## config.mk

```make
export PLATFORM = sky130hd
export DESIGN_NAME = first_fit_free_list_allocator
export DESIGN_NICKNAME = d
export VERILOG_FILES = /design/src/hw/rtl/ffa_pkg.sv /design/src/hw/rtl/ffa_ram.sv /design/src/hw/rtl/first_fit_free_list_allocator.sv
export SDC_FILE = /design/constraint.sdc
export NUM_CORES = 2
export LEC_CHECK = 0
export BUFFER_PORTS_ARGS = -buffer_cell sky130_fd_sc_hd__buf_2
export CORE_AREA = 2 2 345 416
export CTS_CLUSTER_DIAMETER = 40
export DETAILED_ROUTE_END_ITERATION = 7
export DIE_AREA = 0 0 347 418
export GPL_ROUTABILITY_DRIVEN = 0
export GPL_TIMING_DRIVEN = 1
export PLACE_DENSITY = 0.52
export REMOVE_ABC_BUFFERS = 1
export SETUP_SLACK_MARGIN = 0.3
export SYNTH_ARGS = -nofsm -noshare
export SYNTH_HDL_FRONTEND = slang
export SYNTH_SLANG_ARGS = --single-unit
```

## constraint.sdc

```tcl
create_clock -name clk -period 5.2 [get_ports clk]
set_input_delay 0 -clock clk [delete_from_list [all_inputs] [get_ports clk]]
set_output_delay 0 -clock clk [all_outputs]
set_load 0.005 [all_outputs]
```

## src/hw/rtl/ffa_pkg.sv

```systemverilog
package ffa_pkg;
	localparam int HEAP_BYTES      = 256;
	localparam int FREE_LIST_DEPTH = 64;
	localparam int WORD_BYTES      = 4;
	localparam int HEAP_WORDS      = HEAP_BYTES / WORD_BYTES;
	localparam int SPLIT_MIN       = WORD_BYTES * 2;
	localparam int LIST_AW         = $clog2(FREE_LIST_DEPTH);
	localparam int HDR_AW          = $clog2(HEAP_WORDS);
	localparam int CNT_W           = LIST_AW + 1;

	typedef enum logic [1:0] {
		REQ_ALLOC = 2'd0,
		REQ_FREE  = 2'd1,
		REQ_RESET = 2'd2,
		REQ_NOP   = 2'd3
	} req_t;

	typedef enum logic [1:0] {
		ST_OK     = 2'd0,
		ST_NO_FIT = 2'd1,
		ST_FULL   = 2'd2
	} status_t;

	typedef enum logic [3:0] {
		S_IDLE,
		S_SCAN_RD,
		S_SCAN_HD,
		S_SCAN_CMP,
		S_SHIFT_RD,
		S_SHIFT_WR,
		S_SPLIT,
		S_SPLIT_WR,
		S_FREE_HD,
		S_FREE_UPD,
		S_SUM_RD,
		S_SUM_HD,
		S_SUM_ACC,
		S_DONE
	} state_t;

	function automatic logic [HDR_AW-1:0] hdr_index(input logic [7:0] off);
		hdr_index = HDR_AW'(off >> 2);
	endfunction
endpackage

```

## src/hw/rtl/ffa_ram.sv

```systemverilog
module ffa_ram #(
	parameter int WIDTH = 8,
	parameter int DEPTH = 64
) (
	input  logic                     clk,
	input  logic                     we,
	input  logic [$clog2(DEPTH)-1:0] waddr,
	input  logic [WIDTH-1:0]         wdata,
	input  logic [$clog2(DEPTH)-1:0] raddr,
	output logic [WIDTH-1:0]         rdata
);
	logic [WIDTH-1:0] mem [DEPTH];

	always_ff @(posedge clk) begin
		if (we) begin
			mem[waddr] <= wdata;
		end
		rdata <= mem[raddr];
	end
endmodule

```

## src/hw/rtl/first_fit_free_list_allocator.sv

```systemverilog
// Reset request and no-op go straight to the result; free appends the block, then walks
// the list summing free bytes (free-total walk); a free on a full list returns ST_FULL.
// Allocate scans entries for a first fit, compacts the entries behind the hit, and
// on a split writes both headers and lists the remainder block.
// Throughput: one transaction in flight; the next is taken once the result leaves.
// Reset: arst_n clears control; a 1-cycle init rewrites header word 0 and entry 0.
module first_fit_free_list_allocator
	import ffa_pkg::*;
(
	input  logic       clk,
	input  logic       arst_n,
	input  logic       in_valid,
	output logic       in_ready,
	input  logic [1:0] req_type,
	input  logic [7:0] request_bytes,
	input  logic [7:0] payload_address,
	output logic       out_valid,
	input  logic       out_ready,
	output logic [1:0] status,
	output logic [7:0] result_address,
	output logic [6:0] live_objects,
	output logic [8:0] free_bytes
);
	state_t state_q, state_d;

	// list memory
	logic               l_we;
	logic [LIST_AW-1:0] l_wa, l_ra;
	logic [7:0]         l_wd, l_rd;
	// header memory
	logic               h_we;
	logic [HDR_AW-1:0]  h_wa, h_ra;
	logic [7:0]         h_wd, h_rd;

	ffa_ram #(.WIDTH(8), .DEPTH(FREE_LIST_DEPTH)) u_list (
		.clk(clk), .we(l_we), .waddr(l_wa), .wdata(l_wd), .raddr(l_ra), .rdata(l_rd));
	ffa_ram #(.WIDTH(8), .DEPTH(HEAP_WORDS)) u_hdr (
		.clk(clk), .we(h_we), .waddr(h_wa), .wdata(h_wd), .raddr(h_ra), .rdata(h_rd));

	logic [CNT_W-1:0] cnt_q, cnt_d;
	logic [CNT_W-1:0] idx_q, idx_d;
	logic [6:0]       tally_q, tally_d;
	logic [8:0]       touched_q, touched_d;
	logic [8:0]       total_q, total_d;
	logic [8:0]       sum_q, sum_d;
	logic [8:0]       need_q, need_d;     // rounded size, up to 256
	logic [7:0]       addr_q, addr_d;
	logic [7:0]       off_q, off_d;
	logic [7:0]       size_q, size_d;
	logic [1:0]       st_q, st_d;
	logic [7:0]       res_q, res_d;
	logic             init_q, init_d;

	logic [9:0] sum_next;
	logic [7:0] pay;
	logic [7:0] nxt;
	logic [9:0] tmark;

	always_ff @(posedge clk or negedge arst_n) begin
		if (!arst_n) begin
			state_q   <= S_IDLE;
			cnt_q     <= CNT_W'(1);
			tally_q   <= '0;
			touched_q <= '0;
			total_q   <= 9'(HEAP_BYTES);
			init_q    <= 1'b1;
		end else begin
			state_q   <= state_d;
			cnt_q     <= cnt_d;
			tally_q   <= tally_d;
			touched_q <= touched_d;
			total_q   <= total_d;
			init_q    <= init_d;
		end
	end

	always_ff @(posedge clk) begin
		idx_q  <= idx_d;
		sum_q  <= sum_d;
		need_q <= need_d;
		addr_q <= addr_d;
		off_q  <= off_d;
		size_q <= size_d;
		st_q   <= st_d;
		res_q  <= res_d;
	end

	assign in_ready       = (state_q == S_IDLE) && !init_q;
	assign out_valid      = (state_q == S_DONE);
	assign status         = st_q;
	assign result_address = res_q;
	assign live_objects   = tally_q;
	assign free_bytes     = total_q;

	always_comb begin
		state_d = state_q; cnt_d = cnt_q; idx_d = idx_q; tally_d = tally_q;
		touched_d = touched_q; total_d = total_q; sum_d = sum_q;
		need_d = need_q; addr_d = addr_q; off_d = off_q; size_d = size_q;
		st_d = st_q; res_d = res_q; init_d = 1'b0;
		l_we = 1'b0; l_wa = '0; l_wd = '0; l_ra = idx_q[LIST_AW-1:0];
		h_we = 1'b0; h_wa = '0; h_wd = '0; h_ra = hdr_index(off_q);
		pay      = off_q + 8'(WORD_BYTES);
		nxt      = pay + need_q[7:0];
		tmark    = 10'(pay) + 10'(need_q) + 10'(WORD_BYTES);
		sum_next = 10'(sum_q) + 10'(h_rd) + 10'(WORD_BYTES);

		unique case (state_q)
			S_IDLE: begin
				if (init_q) begin
					// rebuild the single whole-heap block
					h_we = 1'b1; h_wa = '0; h_wd = 8'(HEAP_BYTES - WORD_BYTES);
					l_we = 1'b1; l_wa = '0; l_wd = '0;
				end else if (in_valid) begin
					need_d = (9'(request_bytes) + 9'd3) & ~9'd3;
					addr_d = payload_address;
					off_d  = payload_address - 8'(WORD_BYTES);
					st_d   = ST_OK;
					res_d  = '0;
					idx_d  = '0;
					sum_d  = '0;
					unique case (req_type)
						REQ_ALLOC: state_d = S_SCAN_RD;
						REQ_FREE: begin
							if (cnt_q >= CNT_W'(FREE_LIST_DEPTH)) begin
								st_d = ST_FULL; state_d = S_DONE;
							end else begin
								state_d = S_FREE_HD;
							end
						end
						REQ_RESET: begin
							h_we = 1'b1; h_wa = '0; h_wd = 8'(HEAP_BYTES - WORD_BYTES);
							l_we = 1'b1; l_wa = '0; l_wd = '0;
							cnt_d = CNT_W'(1); tally_d = '0;
							state_d = S_DONE;
						end
						default: state_d = S_DONE;
					endcase
				end
			end
			S_SCAN_RD: begin
				if (idx_q >= cnt_q) begin
					st_d = ST_NO_FIT; state_d = S_DONE;
				end else begin
					state_d = S_SCAN_HD;
				end
			end
			S_SCAN_HD: begin
				off_d = l_rd;
				h_ra = hdr_index(l_rd);
				state_d = S_SCAN_CMP;
			end
			S_SCAN_CMP: begin
				if (9'(h_rd) < need_q) begin
					idx_d = idx_q + 1'b1; state_d = S_SCAN_RD;
				end else begin
					size_d = h_rd;
					l_ra = LIST_AW'(idx_q + 1'b1);
					state_d = S_SHIFT_RD;
				end
			end
			S_SHIFT_RD: begin
				// entry idx+1 read issued; data valid now if in range
				if (idx_q + 1'b1 < cnt_q) begin
					l_we = 1'b1; l_wa = idx_q[LIST_AW-1:0]; l_wd = l_rd;
					idx_d = idx_q + 1'b1;
					l_ra = LIST_AW'(idx_q + 2'd2);
					state_d = S_SHIFT_WR;
				end else begin
					cnt_d = cnt_q - 1'b1;
					state_d = S_SPLIT;
				end
			end
			S_SHIFT_WR: begin
				// fetch the entry behind the new idx
				l_ra = LIST_AW'(idx_q + 1'b1);
				state_d = S_SHIFT_RD;
			end
			S_SPLIT: begin
				state_d = S_DONE;
				if (10'(size_q) >= 10'(need_q) + 10'(SPLIT_MIN)) begin
					h_we = 1'b1; h_wa = hdr_index(off_q); h_wd = need_q[7:0];
					// remainder header written next cycle via addr_q
					addr_d = nxt;
					size_d = size_q - need_q[7:0] - 8'(WORD_BYTES);
					l_we = 1'b1; l_wa = cnt_q[LIST_AW-1:0]; l_wd = nxt;
					cnt_d = cnt_q + 1'b1;
					state_d = S_SPLIT_WR;
				end
				if (tally_q != 7'd127) tally_d = tally_q + 1'b1;
				if (touched_q < 9'(HEAP_BYTES))
					touched_d = (tmark > 10'd511) ? 9'd511 : tmark[8:0];
				res_d = pay;
			end
			S_SPLIT_WR: begin
				h_we = 1'b1; h_wa = hdr_index(addr_q); h_wd = size_q;
				state_d = S_DONE;
			end
			S_FREE_HD: begin
				state_d = S_FREE_UPD;
			end
			S_FREE_UPD: begin
				l_we = 1'b1; l_wa = cnt_q[LIST_AW-1:0]; l_wd = off_q;
				cnt_d = cnt_q + 1'b1;
				if ((9'(addr_q) + 9'(h_rd) <= touched_q) && tally_q != '0)
					tally_d = tally_q - 1'b1;
				state_d = S_SUM_RD;
			end
			S_SUM_RD: begin
				if (idx_q >= cnt_q) begin
					total_d = sum_q; state_d = S_DONE;
				end else begin
					state_d = S_SUM_HD;
				end
			end
			S_SUM_HD: begin
				h_ra = hdr_index(l_rd);
				state_d = S_SUM_ACC;
			end
			S_SUM_ACC: begin
				sum_d = (sum_next > 10'd511) ? 9'd511 : sum_next[8:0];
				idx_d = idx_q + 1'b1;
				state_d = S_SUM_RD;
			end
			S_DONE: begin
				if (out_ready) state_d = S_IDLE;
			end
			default: state_d = S_IDLE;
		endcase
	end

	assert property (@(posedge clk) disable iff (!arst_n)
		cnt_q <= CNT_W'(FREE_LIST_DEPTH))
		else $error("list count overflow");
	assert property (@(posedge clk) disable iff (!arst_n)
		(in_valid && in_ready && req_type == REQ_RESET) |=> (cnt_q == CNT_W'(1) && tally_q == '0))
		else $error("reset request did not rebuild heap");
	assert property (@(posedge clk) disable iff (!arst_n)
		(out_valid && status == ST_NO_FIT) |-> (result_address == '0))
		else $error("failed allocate returned address");
	assert property (@(posedge clk) disable iff (!arst_n)
		(out_valid && !out_ready) |=> out_valid)
		else $error("result dropped");
endmodule
```

* Word-level counts from Yosys, hierarchy flattened
Memory sizes are Yosys's and may differ from the RTL's. A register that Yosys moved wholly into a read port is not among the register bits. Index checks and enable logic that the tools add are counted.
Cells by class: $add $sub $neg 18, multipliers 0, divide/modulo/power cells 0, $lt $le $gt $ge 9, equal/unequal tests 28, shifts and indexed selects 0, mux-type cells 80, bitwise operators 1, reductions and logical operators 29
Operators by type and width (number):
- $mux 8 | 15
- $mux 7 | 14
- $pmux 8 s2 | 4
- $pmux 7 s4 | 2
- $pmux 4 s13 | 1
- $pmux 8 s3 | 2
- $mux 6 | 6
- $mux 9 | 4
- $pmux 6 s3 | 2
- $eq 4x4->1 const B | 6
- $add 7x1->7 const B | 3
- $pmux 7 s3 | 1
- $add 10x3->10 const B | 2
- $gt 10x9->1 const B | 2
- $mux 4 | 5
- $ne 2x2->1 const B | 10
- $pmux 9 s2 | 1
- $reduce_and 3->1 | 6
- $eq 4x3->1 const B | 4
- $sub 8x3->8 const B | 2
- $sub 7x1->7 const B | 2
- $mux 2 | 6
- $pmux 6 s2 | 1
- $reduce_and 6->1 | 2
- other kinds (41) | 62
Word-level totals: register bits after elaboration 94, bits in latches 0, memory bits (writable) 1024, ROM bits 0, input bits 22, output and inout port bits 28, memories kept 2
Memory list:
- u_hdr.mem | depth 64, bits a word 8, read ports 1, clocked after Yosys merged registers in 1, write ports 1, line ffa_ram.sv:12 | logic [WIDTH-1:0] mem [DEPTH];
- u_list.mem | depth 64, bits a word 8, read ports 1, clocked after Yosys merged registers in 1, write ports 1, line ffa_ram.sv:12

* Longest topological paths before layout
depth after elaboration 7, gate-level depth with buffers 25, mapped depth without buffers 20

* Hierarchy
A second synthesis with hierarchy kept.
Unflattened totals: cell total of the unflattened synthesis 2743, area total of the unflattened synthesis 48177.5 um2
Modules (own cells, without submodules):
- ffa_ram at u_hdr | instances 1, cells each 972, area an instance 20190.6 um2, seq. area each 15534.9 um2
- ffa_ram at u_list | instances 1, cells each 940, area an instance 20166.8 um2, seq. area each 15534.9 um2
- first_fit_free_list_allocator | instances 1, cells each 831, area an instance 7820.0 um2, seq. area each 2641.3 um2

* Worst setup path before layout
OpenSTA, ideal clock, no wires.
path kind reg-to-reg, start register idx_q[0], end memory u_list.mem[0][7], data pin, arrival time 4835 ps, required time 4498 ps, setup slack -337 ps, cell stages (with the launch flop) 16, cells stage by stage edfxtp_1 clkbuf_1 clkbuf_1 buf_1 clkbuf_1 buf_1 nand2_1 xnor2_1 ha_1 nand4_1 a21oi_1 nor3_1 clkbuf_1 clkbuf_1 a22oi_1 o21ai_0
On the way: word-level cells in the longest chain between the ends 4
RTL lines:
- from (decl) | line first_fit_free_list_allocator.sv:41 | logic [CNT_W-1:0] idx_q, idx_d;
- from (signal assigned) | line first_fit_free_list_allocator.sv:78 | idx_q <= idx_d;
- $add 7x1->7 | line first_fit_free_list_allocator.sv:163 | if (idx_q + 1'b1 < cnt_q) begin
- $lt 7x7->1 | line first_fit_free_list_allocator.sv:163
- $mux 8 | line first_fit_free_list_allocator.sv:163
- $pmux 8 s3 | line first_fit_free_list_allocator.sv:107 | unique case (state_q)
- named net l_wd[7] | line first_fit_free_list_allocator.sv:29 | logic [7:0] l_wd, l_rd;
- to (decl) | line ffa_ram.sv:12
The timed path passes the listed nets, and every way through them passes these cells.

* Final worst setup path
start register idx_q[1], end register u_list.rdata[5] (read register of u_list.mem)
On the way: word-level cells in the longest chain between the ends 4, elaborated cells between the ends (all ways) 6, classes of those cells 2 x add/sub; 1 x order compare; 3 x mux
RTL lines:
- $add 7x1->7 | line first_fit_free_list_allocator.sv:163
- $lt 7x7->1 | line first_fit_free_list_allocator.sv:163
- $mux 6 | line first_fit_free_list_allocator.sv:163
- $pmux 6 s3 * | line first_fit_free_list_allocator.sv:107
- to (decl) | line ffa_ram.sv:10 | output logic [WIDTH-1:0] rdata
Every way passes the cells marked *; elsewhere a longest branch is shown, timed or not. A chain may end at the register's enable or synchronous reset.

==> reports/results.tsv <==
stage	metric	value	unit
outcome	status	finished, final reports clean	
drt	drt first-iter violations	3962	
drt	ratio of routed vias to standard cells	6.17	
synth	async set-reset flop share out of synthesis	3.26	%
sta	setup TNS	0	ns
die	die area	145000	um2
worst_setup_path	Critical-path top delay cell	o311ai_1	
worst_setup_path	CP Max Fanout	19	
worst_setup_path	worst-path cell chain	ha_1 > and3_1 > nand2_1 > xor2_1 > inv_1 > ha_1 > nand4_1 > a21oi_2 > nor2_1 > ha_1 > inv_1 > o211ai_1 > a21oi_2 > a21o_4 > buf_4 > clkbuf_16 > a221oi_1 > a21oi_1 > o311ai_1 > nand4_1 > mux2i_1 > mux2i_1	
clock_network	Worst-path clk slew	0.05	ns
global_routing	largest net degree at the start of global routing	157	
clock_network	clk root buf	clkbuf_16	
clock_network	clock sink count	1134	
clock_network	maximum clock insertion buffer count	3	
sta	Hold Vio Cnt, Final	0	
die	Die Span X	347	um
synth	Synth Flop Type	edfxtp_1	
placement	post-DP HPWL	106000	um
sta	min Tclk post-route	4.73	ns
sta	clock skew	0.0331	ns
sta	Final Max Slew Viols	0	
worst_setup_path	WP data arrival	5.36	ns
die	Starting Density	39.9	%
global_routing	initial antenna violation count	10	
clock_network	H-tree depth	4	
worst_setup_path	startpoint type of the worst setup path	flop	
worst_setup_path	Critical Path Most Common Cell	ha_1	
clock_network	Num CTS Buffers	160	
layout	final instance area	66300	um2
hold_path	Hold Crit Depth	5	
sta	fmax	0.211	GHz
drt	DRT Pass-1 Iters	5	
synth	Synth Instances	4189	
sta	Rel. slew slack	11.8	%
die	Die Ht	418	um
synth	#FFs+latches synth	1134	
die	Row Count	151	
placement	Placed Area	60200	um2
drt	remaining antenna violation count	0	
layout	P&R area growth vs syn	18.2	%
placement	DP Cell Count	6021	
layout	most frequent cells in the layout	1081 x edfxtp_1, 321 x a221oi_1, 283 x mux2i_1	
drt	Post-route DRC	0	
sta	final setup fails	0	
die	I/O pins	50	
layout	Layout Nets	4510	
layout	most common cell after layout, fill and taps aside	edfxtp_1	
global_routing	first-pass GRT wire length	253000	um
global_routing	total track usage	23.2	%
drt	Via Count	39200	
drt	wire length per cell	27.1	um
global_routing	vias in the first global route	38600	
placement	Port Buf Inserts	49	
job	maxcap violations	0	
die	Core Area	141000	um2
layout	non-filler cells in the finished layout	6356	
synth	Avg Synthesized Cell Area	13.4	um2
synth	EDFF count, synth	1081	
clock_network	Clk Latency, worst-skew pair	0.80	ns
clock_network	TritonCTS clock tree	done	
power_and_ir_drop	Worst VDD drop	0.528	mV
synth	post-synthesis sequential area ratio	60.1	%
sta	slew of the pin with the lowest slew margin	1.32	ns
worst_setup_path	crit-path max cell delay	0.44	ns
drt	drt total wl	172000	um
worst_setup_path	kind of critical path	flop to flop	
sta	RSZ-0062 raised after global routing	no	
worst_setup_path	worst path required time	5.83	ns
power_and_ir_drop	power density cells	592	nW/um2
synth	Netlist cell types	78	
synth	Mapped Area	56100	um2
sta	Final period util	91.0	%
global_routing	gr ovfl total	0	
worst_setup_path	worst r2r path cells	22	
hold_path	class of the worst hold path	primary input to flop	
synth	YS warnings	0	
layout	share of cells above drive strength 1	18.0	%
worst_setup_path	crit end category	flop	
power_and_ir_drop	static leakage power	22.9	nW
## critical path: cells and delay by family (launching register included)
kind	cells	cell delay (ns)
AO/OA/AOI/OAI	7	1.54
multiplexers	2	0.32
XOR/XNOR	1	0.18
flip-flops	1	0.39
adder cells (fa/ha/maj)	3	0.83
buffers and inverters	4	0.49
AND/OR/NAND/NOR	5	0.81
## timing repair
action	4_1_cts	5_1_grt
hold buffers	31	0
cloned	0	2
setup endpoints to repair	1	8
pin swaps	0	6
setup buffers	0	2
hold endpoints to repair	97	0
gates resized for setup	1	21
## power breakdown
group	total [mW]	switching [mW]	internal (mW)
combinational	16.2	10.3	5.94
clock	11.5	4.32	7.14
sequential	11.6	0.481	11.1
## path summary, 6_finish.rpt
| path | startpoint | endpoint | slack [ns] |
|---|---|---|---|
| worst max-delay path | idx_q[1] | u_list.rdata[5] | 0.47 |
| worst min-delay path | request_bytes[1] | need_q[8] | 0.12 |
| worst max register to register | idx_q[1] | u_list.rdata[5] | 0.47 |
| worst min register to register | touched_q[8] | touched_q[8] | 0.47 |
| max in group asynchronous | arst_n | state_q[1] | 4.59 |
| min in group asynchronous | arst_n | cnt_q[0] | 0.35 |
## routing by layer
metal	track usage (%)	up-vias	part of all wire, %
li1	-	17500	-
met2	39.1	1414	50
met4	9.62	6	3.9
met1	30.2	19900	41
met3	3.22	317	5.7
met5	0	-	0.027
## synth_stat cells (all sizes together) (10+ instances only)
master	instances	share of area (%)
a31oi	24	0.29
nand3	78	0.70
a221oi	322	5.0
nand2	153	1.0
dfrtp	34	1.5
xnor2	37	0.58
nor3	83	0.77
o311ai	65	1.0
mux2i	287	5.1
nor2	248	1.7
a21o	22	0.29
mux2	10	0.20
a21oi	207	1.8
and2	45	0.50
buf	93	0.87
or4	33	0.44
inv	91	0.61
nand2b	12	0.13
a311oi	16	0.25
fa	10	0.36
ha	96	2.1
dfxtp	16	0.57
o21a	16	0.21
a211oi	42	0.56
a22o	76	1.2
a22oi	76	1.0
o211ai	68	0.91
mux4	128	5.1
xor2	19	0.30
o22ai	130	1.4
o21ai	73	0.66
clkbuf	260	1.7
and3	135	1.5
edfxtp	1081	58
nand4	38	0.42
## per-stage QoR
stage / power, mW / hold WS, ns / setup WS, ns / util, %
floorplan: 21.7 / -0.296 / -24.78 / -
global placement: 27.5 / 0.197 / 0.253 / 42.7
detailed placement: 27.6 / 0.195 / 0.223 / 42.7
CTS: 39.1 / 0.0854 / 0.325 / 47.0
global route: 41.0 / 0.138 / 0.280 / 47.1
finish: 39.2 / 0.124 / 0.467 / 47.1
## area by class of cell
type                            instances  area [um2]
Timing Repair Buffer                  384        3350
Multi-Input combinational cell       2611       20900
Inverter                               91         344
Clock inverter                        115        1510
Antenna cell                            4        10.0
Sequential cell                      1134       33700
Clock buffer                          181        4170
Tap cell                             1836        2300
Fill cell                           12300       74500
## flip-flops by register name (all words and copies together), names as in the netlist, 4 cells and up
name	flops
size_q	8
touched_q	9
cnt_q	7
sum_q	9
addr_q	8
free_bytes	9
state_q	4
u_list.rdata	8
need_q	7
idx_q	7
u_list.mem	512
off_q	8
u_hdr.mem	512
result_address	8
live_objects	7
u_hdr.rdata	8
## logic make-up (layout without fill, tap and decap cells)
family                     count (synthesis)  count (layout)  synth area share [%]
AOI/OAI and AO/OA                       1176            1176                  15.4
DFF                                     1134            1134                  60.1
and+or+nand+nor                          847             847                  7.48
buffers and inverters                    444             771                  3.22
muxes                                    425             425                  10.5
adders and majority gates                106             106                  2.50
xor gates and xnor gates                  56              56                 0.874
other                                      1               5               0.00669
Power figures use the tool's default switching activity.
